## config.mk

```make
export PLATFORM = sky130hd
export DESIGN_NAME = learning_route_table_forwarder_unit
export DESIGN_NICKNAME = d
export VERILOG_FILES = /design/src/design/lrtf_pkg.sv /design/src/design/learning_route_table_forwarder_unit.sv
export SDC_FILE = /design/constraint.sdc
export NUM_CORES = 1
export LEC_CHECK = 0
export BUFFER_PORTS_ARGS = -buffer_cell sky130_fd_sc_hd__clkbuf_2
export CAP_MARGIN = 40
export CORE_MARGIN = 2
export CORE_UTILIZATION = 55
export DETAILED_ROUTE_END_ITERATION = 8
export PLACE_DENSITY = 0.8
export SLEW_MARGIN = 0
export SYNTH_ARGS = -nofsm -noshare
export SYNTH_HDL_FRONTEND = slang
export SYNTH_SLANG_ARGS = --single-unit
```

## constraint.sdc

```tcl
create_clock -name clk -period 14.7 [get_ports clk]
set_input_delay 3.675 -clock clk [delete_from_list [all_inputs] [get_ports clk]]
set_output_delay 3.675 -clock clk [all_outputs]
set_load 0.05 [all_outputs]
```

## src/design/lrtf_pkg.sv

```systemverilog
// Package for the learning route table forwarder.
// Holds table sizes, item kinds, register indexes, FSM states and the entry type.
// No dependencies.
package lrtf_pkg;

  localparam int TABLE_ENTRIES = 16;
  localparam int PORT_COUNT    = 8;

  localparam int IDX_W   = (TABLE_ENTRIES > 1) ? $clog2(TABLE_ENTRIES) : 1;
  localparam int CNT_W   = $clog2(TABLE_ENTRIES + 1);
  localparam int CFG_IDX_W = 3;

  localparam logic [7:0] PORT_RANGE_MASK = 8'((1 << PORT_COUNT) - 1);

  typedef enum logic [2:0] {
    KIND_FORWARD = 3'd0,
    KIND_SET     = 3'd1,
    KIND_REMOVE  = 3'd2,
    KIND_LOOKUP  = 3'd3,
    KIND_ONLINE  = 3'd4
  } kind_t;

  typedef enum logic [CFG_IDX_W-1:0] {
    REG_ATTACHED  = 3'd0,
    REG_TIMEOUT   = 3'd1,
    REG_LOCAL     = 3'd2,
    REG_BROADCAST = 3'd3
  } cfg_reg_t;

  typedef enum logic [1:0] {
    ST_IDLE,
    ST_SCAN,
    ST_FINISH
  } state_t;

  typedef struct packed {
    logic [7:0]  addr;
    logic [2:0]  port;
    logic [31:0] last_seen;
  } entry_t;

endpackage

```

## src/design/learning_route_table_forwarder_unit.sv

```systemverilog
// Top level of the learning route table forwarder.
// Table memory, scan sequencer and result logic; depends on lrtf_pkg.
//
// Sequence: from the accepting edge the scan states read every table entry
// through the registered table read and compare it, then the finish state
// writes back and registers the result and the done strobe. The single read
// port visits each table entry once per item, and a new item is accepted only
// in idle, so the block takes no new item until the last one is done.
// Reset: synchronous rst clears all entry valid bits at once and loads register
// defaults; no clearing pass. Results cannot be stalled by the receiver.
module learning_route_table_forwarder_unit (
  input  logic                          clk,
  input  logic                          rst,
  // command channel
  input  logic                          start,
  output logic                          busy,
  input  logic [2:0]                    kind,
  input  logic [7:0]                    node_address,
  input  logic [7:0]                    destination_address,
  input  logic [2:0]                    port,
  input  logic [31:0]                   now_ms,
  // configuration write channel
  input  logic                          cfg_valid,
  output logic                          cfg_ready,
  input  logic [lrtf_pkg::CFG_IDX_W-1:0] cfg_index,
  input  logic [31:0]                   cfg_data,
  // result; done is high for a single cycle per transaction
  output logic                          done,
  output logic                          ok,
  output logic [7:0]                    port_mask,
  output logic [2:0]                    route_port,
  output logic                          route_found,
  output logic                          node_online,
  output logic                          local_delivery
);
  import lrtf_pkg::*;

  // ---------------------------------------------------------------------------
  // Configuration registers. Ready only while idle, so writes only land then.
  // ---------------------------------------------------------------------------
  logic [7:0]  attached_ports;
  logic [31:0] online_timeout;
  logic [7:0]  local_address;
  logic [7:0]  broadcast_address;

  assign cfg_ready = !busy;

  always_ff @(posedge clk) begin
    if (rst) begin
      attached_ports    <= 8'd0;
      online_timeout    <= 32'd1000;
      local_address     <= 8'd0;
      broadcast_address <= 8'd255;
    end else if (cfg_valid && cfg_ready) begin
      case (cfg_reg_t'(cfg_index))
        REG_ATTACHED:  attached_ports    <= cfg_data[7:0];
        REG_TIMEOUT:   online_timeout    <= cfg_data;
        REG_LOCAL:     local_address     <= cfg_data[7:0];
        REG_BROADCAST: broadcast_address <= cfg_data[7:0];
        default: ;
      endcase
    end
  end

  // ---------------------------------------------------------------------------
  // Sequencer: idle -> scan every entry -> finish (write back + result)
  // ---------------------------------------------------------------------------
  state_t state, state_next;
  logic [CNT_W-1:0] cnt;
  logic             accept;
  logic             scan_last;

  assign accept    = start && !busy;
  assign busy      = (state != ST_IDLE);
  // last compare happens when the counter has passed every read address
  assign scan_last = (cnt == CNT_W'(TABLE_ENTRIES));

  always_ff @(posedge clk) begin
    if (rst) begin
      state <= ST_IDLE;
    end else begin
      state <= state_next;
    end
  end

  always_comb begin
    state_next = state;
    case (state)
      ST_IDLE:   if (accept) state_next = ST_SCAN;
      ST_SCAN:   if (scan_last) state_next = ST_FINISH;
      ST_FINISH: state_next = ST_IDLE;
      default:   state_next = ST_IDLE;
    endcase
  end

  // Latched command
  logic [2:0]  cmd_kind;
  logic [7:0]  cmd_addr;
  logic [7:0]  cmd_dest;
  logic [2:0]  cmd_port;
  logic [31:0] cmd_now;

  always_ff @(posedge clk) begin
    if (accept) begin
      cmd_kind <= kind;
      cmd_addr <= node_address;
      cmd_dest <= destination_address;
      cmd_port <= port;
      cmd_now  <= now_ms;
    end
  end

  // ---------------------------------------------------------------------------
  // Table memory: one read port, one write port, registered read data.
  // Valid bits live in flops so reset clears the table at once.
  // ---------------------------------------------------------------------------
  entry_t               table_mem [TABLE_ENTRIES];
  entry_t               rd_data;
  logic                 rd_en;
  logic [IDX_W-1:0]     rd_idx;
  logic                 wr_en;
  logic [IDX_W-1:0]     wr_idx;
  entry_t               wr_data;
  logic [TABLE_ENTRIES-1:0] valid_bits;

  assign rd_en  = (state == ST_SCAN) && (cnt < CNT_W'(TABLE_ENTRIES));
  assign rd_idx = cnt[IDX_W-1:0];

  always_ff @(posedge clk) begin
    if (rd_en) begin
      rd_data <= table_mem[rd_idx];
    end
    if (wr_en) begin
      table_mem[wr_idx] <= wr_data;
    end
  end

  // Scan counter and compare-stage pipeline
  logic             cmp_en;
  logic [IDX_W-1:0] cmp_idx;

  always_ff @(posedge clk) begin
    if (rst) begin
      cnt    <= '0;
      cmp_en <= 1'b0;
    end else begin
      cmp_en <= rd_en;
      if (accept) begin
        cnt <= '0;
      end else if (state == ST_SCAN && !scan_last) begin
        cnt <= cnt + CNT_W'(1);
      end
    end
  end

  always_ff @(posedge clk) begin
    if (rd_en) begin
      cmp_idx <= rd_idx;
    end
  end

  // Scan results: source match, destination match, lowest free slot.
  logic             src_hit;
  logic [IDX_W-1:0] src_idx;
  logic [2:0]       src_port;
  logic [31:0]      src_time;
  logic             dst_hit;
  logic [2:0]       dst_port;
  logic             free_hit;
  logic [IDX_W-1:0] free_idx;
  logic             cmp_valid;

  assign cmp_valid = valid_bits[cmp_idx];

  always_ff @(posedge clk) begin
    if (accept) begin
      src_hit  <= 1'b0;
      dst_hit  <= 1'b0;
      free_hit <= 1'b0;
    end else if (cmp_en) begin
      if (cmp_valid && rd_data.addr == cmd_addr && !src_hit) begin
        src_hit  <= 1'b1;
        src_idx  <= cmp_idx;
        src_port <= rd_data.port;
        src_time <= rd_data.last_seen;
      end
      if (cmp_valid && rd_data.addr == cmd_dest && !dst_hit) begin
        dst_hit  <= 1'b1;
        dst_port <= rd_data.port;
      end
      if (!cmp_valid && !free_hit) begin
        free_hit <= 1'b1;
        free_idx <= cmp_idx;
      end
    end
  end

  // ---------------------------------------------------------------------------
  // Finish: decide write-back and result
  // ---------------------------------------------------------------------------
  logic        p_usable;
  logic        r_usable;
  logic        learned;
  logic        set_valid;
  logic        clr_valid;
  logic        fin;
  logic        r_ok, r_found, r_online, r_local;
  logic [7:0]  r_mask;
  logic [2:0]  r_port;
  logic [2:0]  uc_port;
  logic        uc_found;
  logic [31:0] age;

  assign fin      = (state == ST_FINISH);
  assign p_usable = ({1'b0, cmd_port} < 4'(PORT_COUNT)) && attached_ports[cmd_port];
  assign learned  = src_hit || (p_usable && free_hit);
  // a destination equal to the source sees the entry just learned
  assign uc_found = (cmd_dest == cmd_addr) ? learned  : dst_hit;
  assign uc_port  = (cmd_dest == cmd_addr) ? cmd_port : dst_port;
  assign r_usable = ({1'b0, uc_port} < 4'(PORT_COUNT)) && attached_ports[uc_port];
  assign age      = cmd_now - src_time;

  always_comb begin
    wr_en     = 1'b0;
    wr_idx    = src_idx;
    wr_data   = '{addr: cmd_addr, port: cmd_port, last_seen: cmd_now};
    set_valid = 1'b0;
    clr_valid = 1'b0;
    r_ok      = 1'b0;
    r_mask    = 8'd0;
    r_port    = 3'd0;
    r_found   = 1'b0;
    r_online  = 1'b0;
    r_local   = 1'b0;
    case (kind_t'(cmd_kind))
      KIND_FORWARD: begin
        if (src_hit) begin
          wr_en = fin;
        end else if (p_usable && free_hit) begin
          wr_en     = fin;
          wr_idx    = free_idx;
          set_valid = fin;
        end
        if (cmd_dest == local_address) begin
          r_ok    = 1'b1;
          r_local = 1'b1;
        end else if (cmd_dest == broadcast_address) begin
          r_mask = attached_ports & PORT_RANGE_MASK & ~(8'd1 << cmd_port);
          r_ok   = |r_mask;
        end else if (uc_found) begin
          r_found = 1'b1;
          r_port  = uc_port;
          if (uc_port != cmd_port && r_usable) begin
            r_ok   = 1'b1;
            r_mask = 8'd1 << uc_port;
          end
        end
      end
      KIND_SET: begin
        if (p_usable && src_hit) begin
          wr_en             = fin;
          wr_data.last_seen = src_time;
          r_ok              = 1'b1;
        end else if (p_usable && free_hit) begin
          wr_en             = fin;
          wr_idx            = free_idx;
          wr_data.last_seen = 32'd0;
          set_valid         = fin;
          r_ok              = 1'b1;
        end
      end
      KIND_REMOVE: begin
        clr_valid = fin && src_hit;
        r_ok      = src_hit;
      end
      KIND_LOOKUP: begin
        r_found = src_hit;
        r_port  = src_hit ? src_port : 3'd0;
        r_ok    = src_hit;
      end
      KIND_ONLINE: begin
        r_found  = src_hit;
        r_port   = src_hit ? src_port : 3'd0;
        r_online = src_hit && (age <= online_timeout);
        r_ok     = r_online;
      end
      default: ;
    endcase
  end

  // Valid bits: removed entries only drop the bit, their stale data is read but never matched.
  always_ff @(posedge clk) begin
    if (rst) begin
      valid_bits <= '0;
    end else begin
      if (set_valid) valid_bits[wr_idx]  <= 1'b1;
      if (clr_valid) valid_bits[src_idx] <= 1'b0;
    end
  end

  // Result strobe, shown for exactly one cycle
  always_ff @(posedge clk) begin
    if (rst) begin
      done <= 1'b0;
    end else begin
      done <= fin;
    end
  end

  always_ff @(posedge clk) begin
    if (fin) begin
      ok             <= r_ok;
      port_mask      <= r_mask;
      route_port     <= r_port;
      route_found    <= r_found;
      node_online    <= r_online;
      local_delivery <= r_local;
    end
  end

  // ---------------------------------------------------------------------------
  // Assertions
  // ---------------------------------------------------------------------------
  a_done_after_finish: assert property (@(posedge clk) disable iff (rst)
    done |-> $past(state) == ST_FINISH)
    else $error("result strobe without a finish cycle");

  a_write_only_finish: assert property (@(posedge clk) disable iff (rst)
    (wr_en || clr_valid) |-> state == ST_FINISH)
    else $error("table written outside the finish cycle");

  a_accept_starts_scan: assert property (@(posedge clk) disable iff (rst)
    accept |=> state == ST_SCAN && cnt == '0)
    else $error("accepted transaction did not start a scan");

  a_local_ok: assert property (@(posedge clk) disable iff (rst)
    (done && local_delivery) |-> ok && port_mask == 8'd0)
    else $error("local delivery with bad status");

endmodule
```

==> results by group <==
Timing
  – Slew HR: a little over a third
  – Final Hold Fails: 0
  – Final Setup Violations: 0
  – Final Slew Violations: 0
  – Final Cycle Share: a little under two fifths
  – Period minus WS final: 5.477 ns
  – Worst slew pin tran: around 0.95 ns
  – RSZ-0062 raised after global routing: false
  – Clock Skew: between 0.02 and 0.03 ns
  – Highest clock rate: 182.6 MHz
  – TNS Setup: 0 ns

Global routing
  – Vias in the first global route: 20980
  – Grt ovf: 0
  – Largest net degree at the start of global routing: 89
  – Initial antenna violation count: 0
  – Global Route Usage Sum: 26.25%
  – First-pass GRT wire length: between 100000 and 150000 microns

Power
  – Max IR drop VDD: approximately 0.13 mV
  – Int Pwr: between 4000 and 5000 uW
  – Comb power frac: between 4 and 5%
  – Net switching power: 1188 uW
  – Sequential power share: 52.7%
  – Overall power: roughly 5600 uW
  – Static Leak: about 0.014 uW
  – Clock share of power: 42.7%
  – Pwr dens: 129.6 nW/um^2
  – Sw Ratio: 21.17%

Detailed routing
  – ANT nets after route: 0
  – Residual DRC: 0
  – Routed WL: 91460 microns
  – Via density: 6.466
  – WL per Instance: around 29 microns
  – DRT Pass-1 Iters: 6
  – Detailed Route Iter0 Violations: 2761
  – Via count: 20660

Clock network
  – Root Driver: clkbuf_16
  – Inserted Clock Buffers: between 90 and 100
  – Cts hold-fix bufs: 0
  – Post-CTS setup buffers: 0
  – Clk sinks: between 900 and 1000
  – H-tree levels: 3
  – Post-CTS Resized: 0
  – Clock Latency Late Sink: 0.66 ns
  – CTS clk-pin slew, worst paths: 0.06 ns
  – CTS tree: built
  – Maximum root-to-sink buffer count: 3

Floorplan
  – Chip Height: 266.6 microns
  – Die area: between 70000 and 80000 sq um
  – Die W: around 270 microns
  – IO Pins: 111
  – Core area: 68470 sq um
  – Starting Density: 55.40%
  – Row cnt: 96

Hold path
  – Worst Hold End: src_time[9]
  – Worst hold start: rd_data[9]
  – Hold WC Path Type: flip-flop to flip-flop
  – Hold Path Stages: 0

Yosys
  – Sequential share of the synthesized area: a little under three quarters
  – Fraction of registers with async set/reset: 0%
  – YS warnings: 0
  – Synth Net Count: about 2200
  – Area contributors post-synth: edfxtp_1 (67%), mux4_2 (13%), dfxtp_1 (4.4%)
  – Synth unique cells: 66
  – Most used DFF post-synth: edfxtp_1
  – Mean post-synth cell area: between 15 and 20 sq um
  – Synthesized instance count: just over 2000
  – Number of synthesized flops with an enable pin: 850
  – #FFs+latches synth: about 930
  – Mapped cell area: 37930 sq um
  – Cell taking the most area after synthesis: edfxtp_1
  – Post-synth top area share: 67.29%

Critical path
  – CP required: 15.20 ns
  – R2r setup slk: 9.22 ns
  – Crit start category: flip-flop
  – Worst R2R End: ok
  – Crit path arrival time: 5.98 ns
  – Worst Reg-to-Reg Cells: 19
  – Max FO, Critical Path: 3
  – WS Path Type: flip-flop to flip-flop
  – RR Startpoint: src_time[1]
  – Worst Setup End Kind: flip-flop

Final layout
  – Share of cells above drive strength 1: 24.90%
  – P&R area growth vs syn: 14.12%
  – Diode count: 0
  – Post-route cell area: 43290 sq um
  – Cell Count, Final, Fillers Out: 3195
  – Fillers: 4473
  – Final core utilization: 63.23%
  – Net count, final: 2394

Placement
  – Port bufs: 110
  – GPL Wtd Cong: 0.8804
  – Area post-placement: 40200 sq um
  – Cell count after placement: around 3000
  – Dpl hpwl: 51570 microns

Run
  – Max Cap Viol: 0

Outcome
  – Outcome: finished, final reports clean
-- worst max path at each step --
stage / startpoint / to / slack (ns) / cells past startpoint
after global placement: cfg_index[2] / online_timeout[21] / 9.01 / 6
after CTS: cmd_now[0] / ok / 9.24 / 20
final: src_time[1] / ok / 9.22 / 19
after global routing: cmd_now[8] / ok / 8.79 / 18
after detailed placement: cfg_index[2] / online_timeout[2] / 8.93 / 6
after floorplan: start / src_idx[0] / 6.34 / 3
-- power groups by stage --
stage	registers, uW	clock network, uW	logic (uW)
floorplan	3000	0	180
finish	2960	2390	256
global route	2960	2520	280
detailed placement	3010	0	253
global placement	3020	0	236
CTS	2960	2420	256
-- metrics by stage --
stage	hold WS, ns	worst slack (ns)
2_1_floorplan	0.4003	6.343
3_3_place_gp	0.4029	9.008
3_5_place_dp	0.4045	8.927
4_1_cts	0.4193	9.242
5_1_grt	0.4363	8.786
6_report	0.4195	9.223
-- placed cells by master, fill, tap and decap left out, types with 8 or more instances in the layout --
| master | n |
|---|---|
| a211oi_1 | 15 |
| a21o_1 | 22 |
| a21oi_1 | 78 |
| a22o_1 | 35 |
| a31oi_1 | 11 |
| and3_1 | 8 |
| buf_16 | 17 |
| buf_4 | 32 |
| bufinv_16 | 12 |
| clkbuf_1 | 14 |
| clkbuf_16 | 91 |
| clkbuf_2 | 110 |
| clkinv_1 | 18 |
| clkinv_2 | 16 |
| dfxtp_1 | 80 |
| edfxtp_1 | 850 |
| ha_1 | 65 |
| inv_1 | 79 |
| mux2i_1 | 23 |
| mux4_2 | 222 |
| nand2_1 | 117 |
| nand3_1 | 13 |
| nand3b_1 | 17 |
| nand4_1 | 18 |
| nor2_1 | 73 |
| nor2_4 | 20 |
| nor2b_1 | 13 |
| nor3_1 | 17 |
| nor4_1 | 10 |
| o21a_1 | 8 |
| o21ai_0 | 24 |
| xnor2_1 | 35 |
| xor2_1 | 40 |
-- cells by family after synthesis --
group	Yosys count	synth area share, %
XOR/XNOR	75	1.732
adder cells (fa/ha/maj)	66	2.197
multiplexers	254	14.08
buffers and inverters	166	1.722
AO/OA/AOI/OAI	230	4.113
flip-flops	934	71.72
AND/OR/NAND/NOR	339	4.427
-- routing by layer --
| metal | part of all wire (%) | vias up | global-route usage (%) |
|---|---|---|---|
| met5 | 0 | - | 0 |
| met4 | 3.0 | 0 | 8.943 |
| met3 | 10 | 194 | 5.130 |
| met2 | 49 | 1295 | 42.02 |
| met1 | 38 | 10570 | 36.61 |
| li1 | - | 8596 | - |
-- final cells by class --
class / count / area, sq um / area share [%]
Clock buffer: 110 / 2399 / 5.541
Tap cell: 882 / 1104 / 2.549
Timing Repair Buffer: 164 / 1359 / 3.139
Clock inverter: 61 / 684.4 / 1.581
Multi-Input combinational cell: 964 / 10220 / 23.62
Inverter: 80 / 300.3 / 0.6937
Sequential cell: 934 / 27220 / 62.88
-- registers in the layout, indices dropped and copies added, names as in the netlist, 16 cells and up --
register,flops
cmd_now,32
valid_bits,16
rd_data,43
table_mem,688
online_timeout,32
src_time,32
-- worst max-delay path, stage by stage (launching register included) --
cell and delay, ns:
edfxtp_1 0.40, inv_1 0.06, ha_1 0.26, nor2b_1 0.20, o2111ai_1 0.18, a211o_1 0.40
a2111oi_2 0.58, o21ai_1 0.22, a21oi_1 0.26, nor4_1 0.09, a2111o_1 0.36, ha_1 0.30
nand4_1 0.16, nor4_1 0.45, nand2_1 0.19, or3_1 0.53, nor4b_1 0.27, o21ai_0 0.11
and3_1 0.21, o211ai_1 0.09
-- cell usage after synthesis, types with 6 or more instances --
cell type / n
a211oi_1: 15
a21o_1: 22
a21oi_1: 78
a22o_1: 35
a31oi_1: 11
and3_1: 8
buf_1: 18
buf_2: 9
clkbuf_1: 56
dfxtp_1: 84
edfxtp_1: 850
ha_1: 65
inv_1: 80
mux2_2: 6
mux2i_1: 23
mux4_2: 222
nand2_1: 117
nand3_1: 13
nand3b_1: 17
nand4_1: 18
nor2_1: 91
nor2b_1: 13
nor3_1: 17
nor3b_1: 6
nor4_1: 11
o21a_1: 8
o21ai_0: 24
xnor2_1: 35
xor2_1: 40
Note: power is estimated with default switching activity, not from simulation.
